[src/hw/rtl/dqr_pkg.sv]
// ----------------------------------------------------------------------------
// dqr_pkg: shared definitions for the double-ended queue with reverse
// Holds the queue geometry, the operation codes and the structs that join
// the controller to the datapath.
// ----------------------------------------------------------------------------
package dqr_pkg;

  // Number of slots in the ring; a power of two so that slot arithmetic wraps.
  localparam int unsigned DEPTH   = 16;
  localparam int unsigned ADDR_W  = $clog2(DEPTH);
  localparam int unsigned CNT_W   = $clog2(DEPTH + 1);
  localparam int unsigned DATA_W  = 32;
  localparam int unsigned OP_W    = 2;
  localparam int unsigned S_TDATA_W = 32;
  localparam int unsigned M_TDATA_W = 40;

  // Operation carried by each input word.
  typedef enum logic [OP_W-1:0] {
    OP_INS_HEAD = 2'd0,
    OP_INS_TAIL = 2'd1,
    OP_REM_HEAD = 2'd2,
    OP_REVERSE  = 2'd3
  } opcode_e;

  // Controller to datapath commands.
  typedef struct packed {
    logic load;   // capture the input word and read the head slot
    logic exec;   // apply the operation and load the output register
  } dqr_cmd_t;

  // Datapath to controller status.
  typedef struct packed {
    logic out_free;  // output register can take a result this cycle
  } dqr_status_t;

endpackage

[src/hw/rtl/dqr_ctrl.sv]
// ----------------------------------------------------------------------------
// dqr_ctrl: operation sequencer
// Two-state controller: takes one word in IDLE, then applies it in EXEC as
// soon as the output register has room.
// ----------------------------------------------------------------------------
module dqr_ctrl
  import dqr_pkg::*;
(
  input  logic        clk_i,
  input  logic        rst_ni,
  input  logic        in_valid_i,
  output logic        in_ready_o,
  input  dqr_status_t status_i,
  output dqr_cmd_t    cmd_o
);

  localparam logic S_IDLE = 1'b0;
  localparam logic S_EXEC = 1'b1;

  logic state_q, state_d;

  // Next-state logic and command decode.
  always_comb begin
    state_d    = state_q;
    in_ready_o = 1'b0;
    cmd_o      = '0;
    case (state_q)
      S_IDLE: begin
        in_ready_o = 1'b1;
        if (in_valid_i) begin
          cmd_o.load = 1'b1;
          state_d    = S_EXEC;
        end
      end
      S_EXEC: begin
        if (status_i.out_free) begin
          cmd_o.exec = 1'b1;
          state_d    = S_IDLE;
        end
      end
      default: begin
        state_d = S_IDLE;
      end
    endcase
  end

  // State register.
  always_ff @(posedge clk_i or negedge rst_ni) begin
    if (!rst_ni) begin
      state_q <= S_IDLE;
    end else begin
      state_q <= state_d;
    end
  end

endmodule

[src/hw/rtl/dqr_dpath.sv]
// ----------------------------------------------------------------------------
// dqr_dpath: ring buffer datapath
// Slot memory, front pointer, element count, orientation flag and the
// output register that holds one finished result.
// ----------------------------------------------------------------------------
module dqr_dpath
  import dqr_pkg::*;
(
  input  logic                clk_i,
  input  logic                rst_ni,
  input  dqr_cmd_t            cmd_i,
  output dqr_status_t         status_o,
  input  logic [OP_W-1:0]     opcode_i,
  input  logic [DATA_W-1:0]   value_in_i,
  output logic                out_valid_o,
  input  logic                out_ready_i,
  output logic                ok_o,
  output logic [DATA_W-1:0]   removed_value_o,
  output logic [CNT_W-1:0]    occupancy_o
);

  logic [DATA_W-1:0] mem_q [DEPTH];

  logic [ADDR_W-1:0] front_q, front_d;
  logic [CNT_W-1:0]  count_q, count_d;
  logic              rev_q, rev_d;

  opcode_e           op_q;
  logic [DATA_W-1:0] val_q;
  logic [DATA_W-1:0] rd_data_q;

  logic              out_valid_q;
  logic              ok_q, ok_d;
  logic [DATA_W-1:0] removed_q, removed_d;
  logic [CNT_W-1:0]  occ_q;

  logic              wr_en;
  logic [ADDR_W-1:0] wr_addr;
  logic              full, empty;
  logic [ADDR_W-1:0] cnt_lo, last_off;

  assign full     = (count_q == CNT_W'(DEPTH));
  assign empty    = (count_q == '0);
  assign cnt_lo   = count_q[ADDR_W-1:0];
  assign last_off = cnt_lo - ADDR_W'(1);

  assign status_o.out_free = !out_valid_q || out_ready_i;

  // Input word capture and registered read of the head slot.
  always_ff @(posedge clk_i) begin
    if (cmd_i.load) begin
      op_q      <= opcode_e'(opcode_i);
      val_q     <= value_in_i;
      rd_data_q <= mem_q[front_q];
    end
  end

  // Operation decode: pointer, count and flag updates plus the result.
  always_comb begin
    front_d   = front_q;
    count_d   = count_q;
    rev_d     = rev_q;
    ok_d      = 1'b0;
    removed_d = '0;
    wr_en     = 1'b0;
    wr_addr   = front_q;
    case (op_q)
      OP_INS_HEAD: begin
        if (!full) begin
          front_d = rev_q ? front_q + ADDR_W'(1) : front_q - ADDR_W'(1);
          wr_addr = front_d;
          wr_en   = 1'b1;
          count_d = count_q + CNT_W'(1);
          ok_d    = 1'b1;
        end
      end
      OP_INS_TAIL: begin
        if (!full) begin
          wr_addr = rev_q ? front_q - cnt_lo : front_q + cnt_lo;
          wr_en   = 1'b1;
          count_d = count_q + CNT_W'(1);
          ok_d    = 1'b1;
        end
      end
      OP_REM_HEAD: begin
        if (!empty) begin
          removed_d = rd_data_q;
          front_d   = rev_q ? front_q - ADDR_W'(1) : front_q + ADDR_W'(1);
          count_d   = count_q - CNT_W'(1);
          ok_d      = 1'b1;
        end
      end
      OP_REVERSE: begin
        // The old last element becomes the head.
        if (!empty) begin
          front_d = rev_q ? front_q - last_off : front_q + last_off;
        end
        rev_d = !rev_q;
        ok_d  = 1'b1;
      end
      default: begin
        ok_d = 1'b0;
      end
    endcase
  end

  // Slot memory write.
  always_ff @(posedge clk_i) begin
    if (cmd_i.exec && wr_en) begin
      mem_q[wr_addr] <= val_q;
    end
  end

  // Queue state registers.
  always_ff @(posedge clk_i or negedge rst_ni) begin
    if (!rst_ni) begin
      front_q <= '0;
      count_q <= '0;
      rev_q   <= 1'b0;
    end else if (cmd_i.exec) begin
      front_q <= front_d;
      count_q <= count_d;
      rev_q   <= rev_d;
    end
  end

  // Output valid flag.
  always_ff @(posedge clk_i or negedge rst_ni) begin
    if (!rst_ni) begin
      out_valid_q <= 1'b0;
    end else if (cmd_i.exec) begin
      out_valid_q <= 1'b1;
    end else if (out_ready_i) begin
      out_valid_q <= 1'b0;
    end
  end

  // Output payload.
  always_ff @(posedge clk_i) begin
    if (cmd_i.exec) begin
      ok_q      <= ok_d;
      removed_q <= removed_d;
      occ_q     <= count_d;
    end
  end

  assign out_valid_o     = out_valid_q;
  assign ok_o            = ok_q;
  assign removed_value_o = removed_q;
  assign occupancy_o     = occ_q;

endmodule

[src/hw/rtl/double_ended_queue_with_reverse.sv]
// ----------------------------------------------------------------------------
// double_ended_queue_with_reverse: bounded deque of 32-bit values
// Insert at head or tail, remove from head, reverse in one step.
// ----------------------------------------------------------------------------
// Each input word is one operation and yields exactly one output word. An
// operation runs in order: first the word is captured together with a
// registered read of the head slot, then the operation is applied to the
// ring memory and pointers and its result is loaded into the output
// register. The next word is accepted only once the previous one has been
// applied, since the registered read port of the slot memory needs the
// capture step to come first. A result left waiting at the output does not
// block the next word from being accepted; it only holds off its execution.
// The queue holds DEPTH words; a full queue rejects inserts and an empty
// queue rejects removes with ok low and a zero removed value.
module double_ended_queue_with_reverse
  import dqr_pkg::*;
(
  input  logic                 clk_i,
  input  logic                 rst_ni,
  input  logic                 s_axis_tvalid_i,
  output logic                 s_axis_tready_o,
  input  logic [S_TDATA_W-1:0] s_axis_tdata_i,   // [31:0] value_in
  input  logic [OP_W-1:0]      s_axis_tuser_i,   // [1:0] opcode
  output logic                 m_axis_tvalid_o,
  input  logic                 m_axis_tready_i,
  output logic [M_TDATA_W-1:0] m_axis_tdata_o,   // [31:0] removed_value, [36:32] occupancy
  output logic                 m_axis_tuser_o    // [0] ok
);

  dqr_cmd_t          cmd;
  dqr_status_t       status;
  logic [DATA_W-1:0] removed_value;
  logic [CNT_W-1:0]  occupancy;

  dqr_ctrl u_ctrl (
    .clk_i      (clk_i),
    .rst_ni     (rst_ni),
    .in_valid_i (s_axis_tvalid_i),
    .in_ready_o (s_axis_tready_o),
    .status_i   (status),
    .cmd_o      (cmd)
  );

  dqr_dpath u_dpath (
    .clk_i           (clk_i),
    .rst_ni          (rst_ni),
    .cmd_i           (cmd),
    .status_o        (status),
    .opcode_i        (s_axis_tuser_i),
    .value_in_i      (s_axis_tdata_i[DATA_W-1:0]),
    .out_valid_o     (m_axis_tvalid_o),
    .out_ready_i     (m_axis_tready_i),
    .ok_o            (m_axis_tuser_o),
    .removed_value_o (removed_value),
    .occupancy_o     (occupancy)
  );

  // Pack the result word, padded with zeros to whole bytes.
  assign m_axis_tdata_o = {(M_TDATA_W - DATA_W - CNT_W)'(0), occupancy, removed_value};

endmodule
[config.mk]
export PLATFORM = sky130hd
export DESIGN_NAME = double_ended_queue_with_reverse
export DESIGN_NICKNAME = d
export VERILOG_FILES = /design/src/hw/rtl/dqr_pkg.sv /design/src/hw/rtl/dqr_ctrl.sv /design/src/hw/rtl/dqr_dpath.sv /design/src/hw/rtl/double_ended_queue_with_reverse.sv
export SDC_FILE = /design/constraint.sdc
export NUM_CORES = 1
export LEC_CHECK = 0
export BUFFER_PORTS_ARGS = -buffer_cell sky130_fd_sc_hd__buf_2
export CAP_MARGIN = 20
export CORE_MARGIN = 4
export CORE_UTILIZATION = 30
export DETAILED_ROUTE_END_ITERATION = 12
export GPL_ROUTABILITY_DRIVEN = 1
export GPL_TIMING_DRIVEN = 0
export PLACE_DENSITY = 0.53
export SYNTH_ARGS = -nofsm -noshare
export SYNTH_HDL_FRONTEND = slang
export SYNTH_SLANG_ARGS = --single-unit
[constraint.sdc]
create_clock -name clk_i -period 9.3 [get_ports clk_i]
set_clock_uncertainty 0.05 [all_clocks]
set_input_delay 0.93 -clock clk_i [delete_from_list [all_inputs] [get_ports clk_i]]
set_output_delay 0.93 -clock clk_i [all_outputs]
set_load 0.01 [all_outputs]
Word-level counts from Yosys, hierarchy flattened
Memory sizes are Yosys's and may differ from the RTL's. A register that Yosys moved wholly into a read port is not among the register bits. Index checks and enable logic that the tools add are counted.

Output and inout port bits: 43. Memories: 1. RAM bits: 512. Register bits: 84.

Memories: u_dpath.mem_q (depth 16, width 32, read ports 1, clocked after Yosys merged registers in 1, write ports 1, RTL line dqr_dpath.sv:22) `logic [DATA_W-1:0] mem_q [DEPTH];`.

Reduce and logical (&&, ||, !) cells: 12. Equal/unequal tests: 6. $add $sub $neg: 9. Bitwise operators: 2. Multiplexer cells: 28.

Operators by type and width (count): $mux W4 (8); $mux W1 (13); $pmux W4 S3 (1); $mux W5 (2); $pmux W5 S2 (1); $add A4 B4 Y4 (2); $pmux W4 S2 (1); $sub A4 B1 Y4 const B (2); $sub A4 B4 Y4 (2); $add A5 B1 Y5 const B (1); $eq A5 B5 Y1 const B (1); $logic_not A5 Y1 (1); $sub A5 B1 Y5 const B (1); $add A4 B1 Y4 const B (1); $eq A2 B2 Y1 const B (2); $ne A2 B2 Y1 const B (2); $reduce_and A4 Y1 (1); $reduce_or A2 Y1 (2); $pmux W1 S3 (1); $reduce_bool A3 Y1 (1); $eq A2 B1 Y1 const B (1); $logic_not A1 Y1 (2); $logic_not A2 Y1 (1); $not A1 Y1 (2); other kinds (5) (5).

Longest topological paths before layout
Gate-level depths: netlist (run 1).

Depth after elaboration: 7. Mapped depth: 12. Mapped depth without buffers: 11.

Hierarchy
Synthesis (run 1) repeated with hierarchy kept, for this count alone.

Cell total of the unflattened synthesis: 1076. Area total of the unflattened synthesis: 24212.0 um^2.

By module, submodules not included: dqr_dpath (sequential area each 18773.0 um^2, area an instance 24131.9 um^2, cells an instance 1066, instances 1); dqr_ctrl (sequential area each 25.0 um^2, area an instance 53.8 um^2, cells an instance 6, instances 1); double_ended_queue_with_reverse (sequential area each 0.0 um^2, area an instance 26.3 um^2, cells an instance 4, instances 1).

Least setup slack after synthesis (run 1)
OpenSTA, ideal clock, no wires.

Kind: in2reg. Start point: in m_axis_tready_i. End point: mem u_dpath.mem_q[14][0] (enable). Required time: 8.829 ns. Path buffers: 1. Library setup time: 0.421 ns. Setup slack: 4.484 ns. Arrival: 4.345 ns. Stages on the path: 7. Path through: nand2b_1 > and2_1 > clkbuf_1 > nand3_1 > nor2_1 > o21ai_0 > nor2_1.

RTL lines: start, declared (RTL line double_ended_queue_with_reverse.sv:25) `input logic m_axis_tready_i,`; end, declared (RTL line dqr_dpath.sv:22).

Final worst setup path (run 1)
Start point: reg u_dpath.front_q[1]. End point: mem u_dpath.mem_q[6][9] (enable).

Cells in the longest elaborated chain, start to end: 4.

RTL lines: start, declared (RTL line dqr_dpath.sv:24) `logic [ADDR_W-1:0] front_q, front_d;`; start signal, assigned (RTL line dqr_dpath.sv:121) `front_q <= front_d;`; $add A4 B4 Y4 (tied with other cells) (RTL line dqr_dpath.sv:79) `wr_addr = rev_q ? front_q - cnt_lo : front_q + cnt_lo;`; $mux W4, on equally long branches (RTL line dqr_dpath.sv:79, dqr_dpath.sv:70); $mux W4, on equally long branches (RTL line dqr_dpath.sv:78, dqr_dpath.sv:69); $pmux W4 S2 (*) (RTL line dqr_dpath.sv:67) `case (op_q)`.

Every way passes the cells marked *; elsewhere a longest branch is shown, timed or not.

==> results.py, run 1 <==
metrics = {
    "synth": {
        "ys_seq_elements": 628,
        "syn_area_um2": 24000,
        "seq_area_frac_synth_pct": 78.2,
        "synth-edff-count": 616,
        "synth_top_family_by_area": "multiplexers",
        "ys.flop_type": "edfxtp_1",
        "synthXorXnorAreaFrac_pct": 0.687,
        "synth_compound_area_share_pct": 1.12,
        "yosysWarnings": 0,
        "synth.area.mux_share_pct": 15.5,
        "synthSimpleGateAreaFrac_pct": 2.62,
        "synthArstFlopShare_pct": 1.91,
        "yosysUniqueCellTypes": 50,
        "avgSynthCellArea_um2": 22.7,
        "synthCells": 1059,
        "synthAdderAreaFrac_pct": 0.739,
    },
    "final_layout": {
        "fin_nets": 1290,
        "drive_gt1_share_pct": 31.2,
        "fin_util_pct": 36.3,
        "fillers": 7237,
        "num_antenna_cells": 0,
        "area_growth_pct": 19.7,
        "fin_cells": 2341,
    },
    "sta": {
        "tns_ps": 0,
        "setup_ws_ps": 3920,
        "setup_viol": 0,
        "finalHoldViolations": 0,
        "maxSlewHeadroom_pct": 29.5,
        "rsz0062_at_grt": "no",
        "tightest_slew_ps": 1060,
        "fin_crit_ps": 5380,
        "slew_viol_final": 0,
        "fmax_mhz": 186,
        "finalCritPeriodShare_pct": 57.9,
    },
    "floorplanning": {
        "initial_core_util_pct": 30.3,
        "die_w_um": 291,
        "core_um2": 79300,
        "dieHeight_um": 291,
        "die-area_um2": 84700,
        "io_pins": 81,
        "rows": 103,
    },
    "cts": {
        "cts_sinks": 628,
        "root_buffer": "clkbuf_16",
        "h-tree-depth": 3,
        "clkTransAtPathRegs_ps": 60,
        "cts_buffers": 70,
        "post_cts_buffers": 0,
        "clk_path_buf_depth": 3,
        "cts-hold-fix-buffers": 0,
        "cts_tree": "built",
        "insertion_delay_ps": 600,
        "cts_resized": 0,
    },
    "grt": {
        "antenna_found_initial": 0,
        "grtUsageTotal_pct": 13.5,
        "grt_pass1_vias": 11800,
        "grt_pass1_wl_mm": 83.5,
        "grt_max_degree": 48,
        "grt-ovfl-total": 0,
    },
    "worst_setup_path": {
        "regToRegSetupSlack_ps": 3920,
        "r2r_end": "u_dpath.mem_q[6][9]",
        "cp-end-kind": "flop",
        "path_buf_inv": 5,
        "worstSetupStartpoint": "u_dpath.front_q[1]",
        "critical_path.top_delay_family": "buffers and inverters",
        "crit_cells": 11,
        "arrival_ps": 5620,
        "critPathMaxStageDelay_ps": 830,
        "worstPathCellList": "clkbuf_1 -> clkbuf_1 -> clkbuf_1 -> inv_1 -> fa_1 -> mux2i_1 -> nand3_1 -> nor2_1 -> o21ai_0 -> nor2_4 -> buf_16",
        "r2r-start": "u_dpath.front_q[1]",
        "r2r_cells": 11,
        "endpoint": "u_dpath.mem_q[6][9]",
        "start_kind": "flop",
        "required_ps": 9540,
        "cp_common_cell": "clkbuf_1",
        "crit_slowest_cell": "nor2_4",
        "worstSetupPathType": "reg -> reg",
        "cp_max_fo": 19,
    },
    "detailed_routing": {
        "post_drt_wl_per_cell_um": 24.3,
        "postRouteAntennaNets": 0,
        "drt_iter0_markers": 1039,
        "route.vias.total": 11400,
        "drt_first_pass_iters": 4,
        "drc": 0,
        "drt-vias-per-instance": 4.86,
        "wirelength_mm": 56.9,
    },
    "flow_run": {
        "maxCapViolations": 0,
    },
    "min_path": {
        "min_path_type": "in -> async",
    },
    "place": {
        "io_buffers": 77,
        "place_congestion": 0.779,
        "pre_cts_ws_ps": 3920,
        "hpwl_mm": 35.1,
        "dp_cells": 2217,
    },
    "power_and_ir_drop": {
        "power-per-cell-area_nw_per_um2": 316,
        "ir_drop_mv": 0.150,
        "power_mw": 9.09,
        "p_leak_nw": 9.09,
    },
    "outcome": {
        "status": "finished, final reports clean",
    },
}
-- layout by cell type, fill, tap and decap left out, types with 6 or more instances in the layout --
cell / count
nor2_1: 17
mux2i_1: 6
edfxtp_1: 616
ha_1: 11
buf_16: 15
and2_1: 34
inv_1: 9
nand3_1: 8
clkinv_2: 7
clkbuf_1: 40
buf_12: 9
mux4_2: 160
dfrtp_1: 12
nand2_1: 20
buf_2: 89
buf_1: 15
clkbuf_16: 72
nor3_1: 6
nor2_4: 16
o21ai_0: 11
clkinv_1: 16
xnor2_1: 11
a21oi_1: 9
-- cell usage after synthesis, types with 3 or more instances --
library cell  number  area share [%]
a21oi_1            9            0.19
and2_1            34            0.88
buf_1             15            0.23
buf_2             12            0.25
buf_4              4            0.12
clkbuf_1          24            0.37
dfrtp_1           12             1.2
edfxtp_1         616              77
ha_1              11            0.57
inv_1              9            0.14
mux2_2             5            0.23
mux2i_1            6            0.25
mux4_2           160              15
nand2_1           20            0.31
nand2b_1           5            0.13
nand3_1            8            0.17
nor2_1            33            0.52
nor2b_1            3           0.078
nor3_1             6            0.12
o21ai_0           11            0.23
o21ai_1            5            0.10
xnor2_1           12            0.44
xor2_1             5            0.18
-- power by group --
part           internal [mW]  total (mW)  leakage, nW  switching (mW)
Combinational           1.14        2.57         2.27            1.43
Clock                   1.58        2.68         1.08            1.10
Sequential              3.65        3.84         5.74           0.189
Total                   6.37        9.09         9.09            2.72
-- metrics by stage --
step	instance area, µm²	hold WS (ps)
after detailed placement	26600	458
after floorplan	24100	447
after CTS	28800	170
after global placement	25800	432
after global routing	28800	194
final	28800	205
-- flip-flops by register name, indices dropped and copies added (netlist names), 2 cells and up --
signal,count
u_dpath.count_q,5
u_dpath.front_q,4
u_dpath.mem_q,512
u_dpath.occupancy_o,5
u_dpath.op_q,2
u_dpath.rd_data_q,32
u_dpath.removed_value_o,32
u_dpath.val_q,32
-- per-layer routing --
layer,vias up,GRT usage (%),part of all wire [%]
met5,-,0,0
met4,0,3.20,2.1
met3,93,2.72,5.4
met2,360,20.8,46
met1,6149,19.7,46
li1,4778,-,-
-- worst min path at each step --
| stage | cells past startpoint | end | from | slack, ps |
|---|---|---|---|---|
| finish | 1 | u_dpath.front_q[0] | rst_ni | 200 |
| CTS | 1 | u_dpath.count_q[0] | rst_ni | 170 |
| global route | 1 | u_dpath.count_q[0] | rst_ni | 190 |
| floorplan | 1 | u_dpath.removed_value_o[0] | u_dpath.rd_data_q[0] | 450 |
| detailed placement | 1 | u_dpath.removed_value_o[20] | u_dpath.rd_data_q[20] | 460 |
| global placement | 2 | u_dpath.out_valid_o | u_dpath.out_valid_o | 430 |
-- cell type report --
class	instances	area, µm²	share of cell area, %
Inverter	9	33.8	0.117
Sequential cell	628	18800	65.3
Multi-Input combinational cell	368	5110	17.7
Tap cell	1050	1310	4.56
Buffer	56	251	0.873
Clock buffer	91	1890	6.58
Timing Repair Buffer	106	1050	3.66
Clock inverter	33	339	1.18
-- cells by family after synthesis --
kind of cell             count (synthesis)
AND/OR/NAND/NOR                        122
buffers and inverters                   65
XOR/XNOR                                18
adder cells (fa/ha/maj)                 13
flip-flops                             628
multiplexers                           171
other                                    1
AO/OA/AOI/OAI                           41
-- worst register-to-register path: stages (launching register included) --
cell and delay [ps]:
dfrtp_1 440, clkbuf_1 370, clkbuf_1 450, clkbuf_1 720, inv_1 330, fa_1 560, mux2i_1 330, nand3_1 180
nor2_1 220, o21ai_0 330, nor2_4 830, buf_16 260
(Power assumes the default switching activity.)
==> run 2: changes to the inputs <==
- ABC_AREA: not set -> 1
- clock period: 9.3 -> 5.4 ns (I/O delays scaled with it)
==> run 2 against run 1 <==
Core utilization fell by 0.62 points. Critical path depth increased by 5. Non-clock buffer count rose by 39. Global-route usage is 2.0 points higher. Synthesized cell count grew 61%. Cell area shrank 0.12%. Combinational power rose by 100%. Final cell count up 27%. Via count up 29%. First-iteration DRC count grew 21%. Setup slack got worse by 2800 ps. Clock power rose by 70%. Largest power group unchanged. Highest routed layer unchanged.
==> results.py, run 2 <==
metrics = {
    "synth": {
        "synth_top_area_share_pct": 75.9,
        "synth-edff-count": 616,
        "yosysMostFrequentCell": "edfxtp_1",
        "ys.flop_type": "edfxtp_1",
        "avgSynthCellArea_um2": 14.3,
        "synth_area_leaders": "edfxtp_1 76%, nor2_1 4.6%, nor3_1 4.5%",
        "ys_seq_elements": 628,
        "synthCells": 1700,
        "syn_area_um2": 24400,
        "yosysWarnings": 0,
        "yosysUniqueCellTypes": 43,
        "synthArstFlopShare_pct": 1.91,
        "synth_commonest_cells": "616 x edfxtp_1, 298 x nor2_1, 217 x nor3_1",
        "synth_largest_area_cell": "edfxtp_1",
        "seq_area_frac_synth_pct": 77.2,
    },
    "grt": {
        "antenna_found_initial": 0,
        "grt-ovfl-total": 0,
        "grt_max_degree": 48,
        "grt_pass1_wl_mm": 98.9,
        "grt_pass1_vias": 15100,
        "grtUsageTotal_pct": 15.5,
    },
    "worst_setup_path": {
        "arrival_ps": 4570,
        "critical_path.top_delay_family": "simple AND/OR/NAND/NOR gates",
        "critPathMaxStageDelay_ps": 670,
        "start_kind": "flop",
        "cp-end-kind": "flop",
        "crit_cells": 16,
        "path_buf_inv": 3,
        "worstSetupPathType": "reg -> reg",
        "worstPathCellList": "inv_2 -> ha_1 -> xnor2_1 -> o21ai_0 -> ha_1 -> a21oi_1 -> nor2b_1 -> inv_1 -> nand2_1 -> nand3_1 -> nand2_1 -> nand2_1 -> nand2_1 -> nand3_1 -> nor2_4 -> buf_16",
        "cp_max_fo": 17,
        "r2r_cells": 16,
        "required_ps": 5650,
        "crit_slowest_cell": "nor2_4",
        "cp_common_cell": "nand2_1",
    },
    "sta": {
        "finalHoldViolations": 0,
        "finalCritPeriodShare_pct": 80.1,
        "slew_viol_final": 0,
        "setup_viol": 0,
        "tightest_slew_ps": 1070,
        "rsz0062_at_grt": "no",
        "maxSlewHeadroom_pct": 28.6,
        "fin_crit_ps": 4330,
        "tns_ps": 0,
        "whs_ps": 50.4,
        "setup_ws_ps": 1070,
        "fmax_mhz": 231,
    },
    "floorplanning": {
        "dieHeight_um": 293,
        "core_um2": 80500,
        "rows": 104,
        "die_w_um": 293,
        "io_pins": 81,
        "initial_core_util_pct": 30.2,
        "die-area_um2": 85800,
    },
    "final_layout": {
        "final_cell_area_um2": 28800,
        "fin_util_pct": 35.7,
        "area_growth_pct": 18.1,
        "regMostFlops": "u_dpath.mem_q",
        "final_common_cell": "edfxtp_1",
        "final_cell_mix": "616 x edfxtp_1, 281 x nor2_1, 217 x nor3_1",
        "largest_register_ffs": 512,
        "fin_cells": 2979,
        "drive_gt1_share_pct": 15.8,
        "fin_nets": 1919,
    },
    "detailed_routing": {
        "postRouteAntennaNets": 0,
        "drc": 0,
        "drt_first_pass_iters": 5,
        "post_drt_wl_per_cell_um": 22.6,
        "wirelength_mm": 67.3,
        "drt_iter0_markers": 1254,
        "drt-vias-per-instance": 4.93,
        "route.vias.total": 14700,
    },
    "cts": {
        "clk_path_buf_depth": 3,
        "clkTransAtPathRegs_ps": 60,
        "cts_buffers": 68,
        "root_buffer": "clkbuf_16",
        "cts_sinks": 628,
        "h-tree-depth": 3,
        "cts_tree": "built",
        "insertion_delay_ps": 610,
    },
    "min_path": {
        "min_path_type": "in -> reg",
        "min_path_cells": 1,
    },
    "place": {
        "place_congestion": 0.793,
        "dp_cells": 2857,
        "pre_cts_ws_ps": 1080,
        "hpwl_mm": 43.8,
        "io_buffers": 77,
        "placed_area_um2": 26600,
    },
    "outcome": {
        "status": "finished, final reports clean",
    },
    "flow_run": {
        "maxCapViolations": 0,
    },
    "power_and_ir_drop": {
        "power_mw": 16.3,
        "p_leak_nw": 9.40,
        "power-per-cell-area_nw_per_um2": 566,
        "ir_drop_mv": 0.237,
    },
}
run 2: cell count changes after synthesis, sizes merged, moves of 24 or more:
cell | before | now
a32oi | 1 | 32
and2 | 34 | 0
buf | 32 | 67
inv | 9 | 65
mux4 | 160 | 0
nand2 | 20 | 72
nor2 | 33 | 303
nor3 | 6 | 217
nor4 | 0 | 24
o211ai | 1 | 99
o21ai | 16 | 49
o22ai | 0 | 34
run 2: worst paths after layout:
path	endpoint	start	slack, ps
worst max-delay path	u_dpath.mem_q[7][24]	u_dpath.count_q[0]	1070
worst min-delay path	u_dpath.val_q[1]	s_axis_tdata_i[1]	50
worst max register to register	u_dpath.mem_q[7][24]	u_dpath.count_q[0]	1070
worst min register to register	u_dpath.out_valid_o	u_dpath.out_valid_o	440
max in group asynchronous	u_dpath.front_q[1]	rst_ni	4720
min in group asynchronous	u_dpath.out_valid_o	rst_ni	330
run 2: metal layers:
layer | wire, µm | vias to the layer above | part of all wire (%) | GRT usage (%)
li1 | - | 6717 | - | -
met1 | 27700 | 7397 | 41 | 19.5
met2 | 33900 | 467 | 50 | 27.0
met3 | 3850 | 115 | 5.7 | 2.45
met4 | 1810 | 0 | 2.7 | 5.27
met5 | 0 | - | 0 | 0
run 2: worst register-to-register path, stage by stage (launching register included):
cell	delay, ps
dfrtp_1	510
inv_2	140
ha_1	270
xnor2_1	350
o21ai_0	190
ha_1	360
a21oi_1	150
nor2b_1	220
inv_1	60
nand2_1	80
nand3_1	60
nand2_1	60
nand2_1	50
nand2_1	160
nand3_1	360
nor2_4	670
buf_16	250
run 2: cell families after synthesis:
group                    after synthesis  synth area share, %
XOR/XNOR                              13                0.467
flip-flops                           628                 77.2
AND/OR/NAND/NOR                      648                 11.9
AO/OA/AOI/OAI                        227                 6.54
other                                  1               0.0154
adder cells (fa/ha/maj)               13                0.729
buffers and inverters                170                 3.15
run 2: power breakdown:
part | total, mW | switching, mW | internal [mW]
combinational | 5.21 | 3.73 | 1.48
clock | 4.56 | 1.90 | 2.66
sequential | 6.51 | 0.315 | 6.19
total | 16.3 | 5.94 | 10.3
run 2: final cells by class:
class                           instances  area (µm²)
Fill cell                            7650       51800
Sequential cell                       628       18800
Multi-Input combinational cell        904        4930
Clock buffer                           85        1800
Tap cell                             1060        1330
Timing Repair Buffer                   96         778
Buffer                                105         523
Clock inverter                         35         357
Inverter                               65         249
Antenna cell                            1        2.50
run 2: repair_timing:
action	CTS	global route
hold buffers	1	0
setup buffers	0	0
resized for setup	0	0
endpoints found under the hold margin	12	0
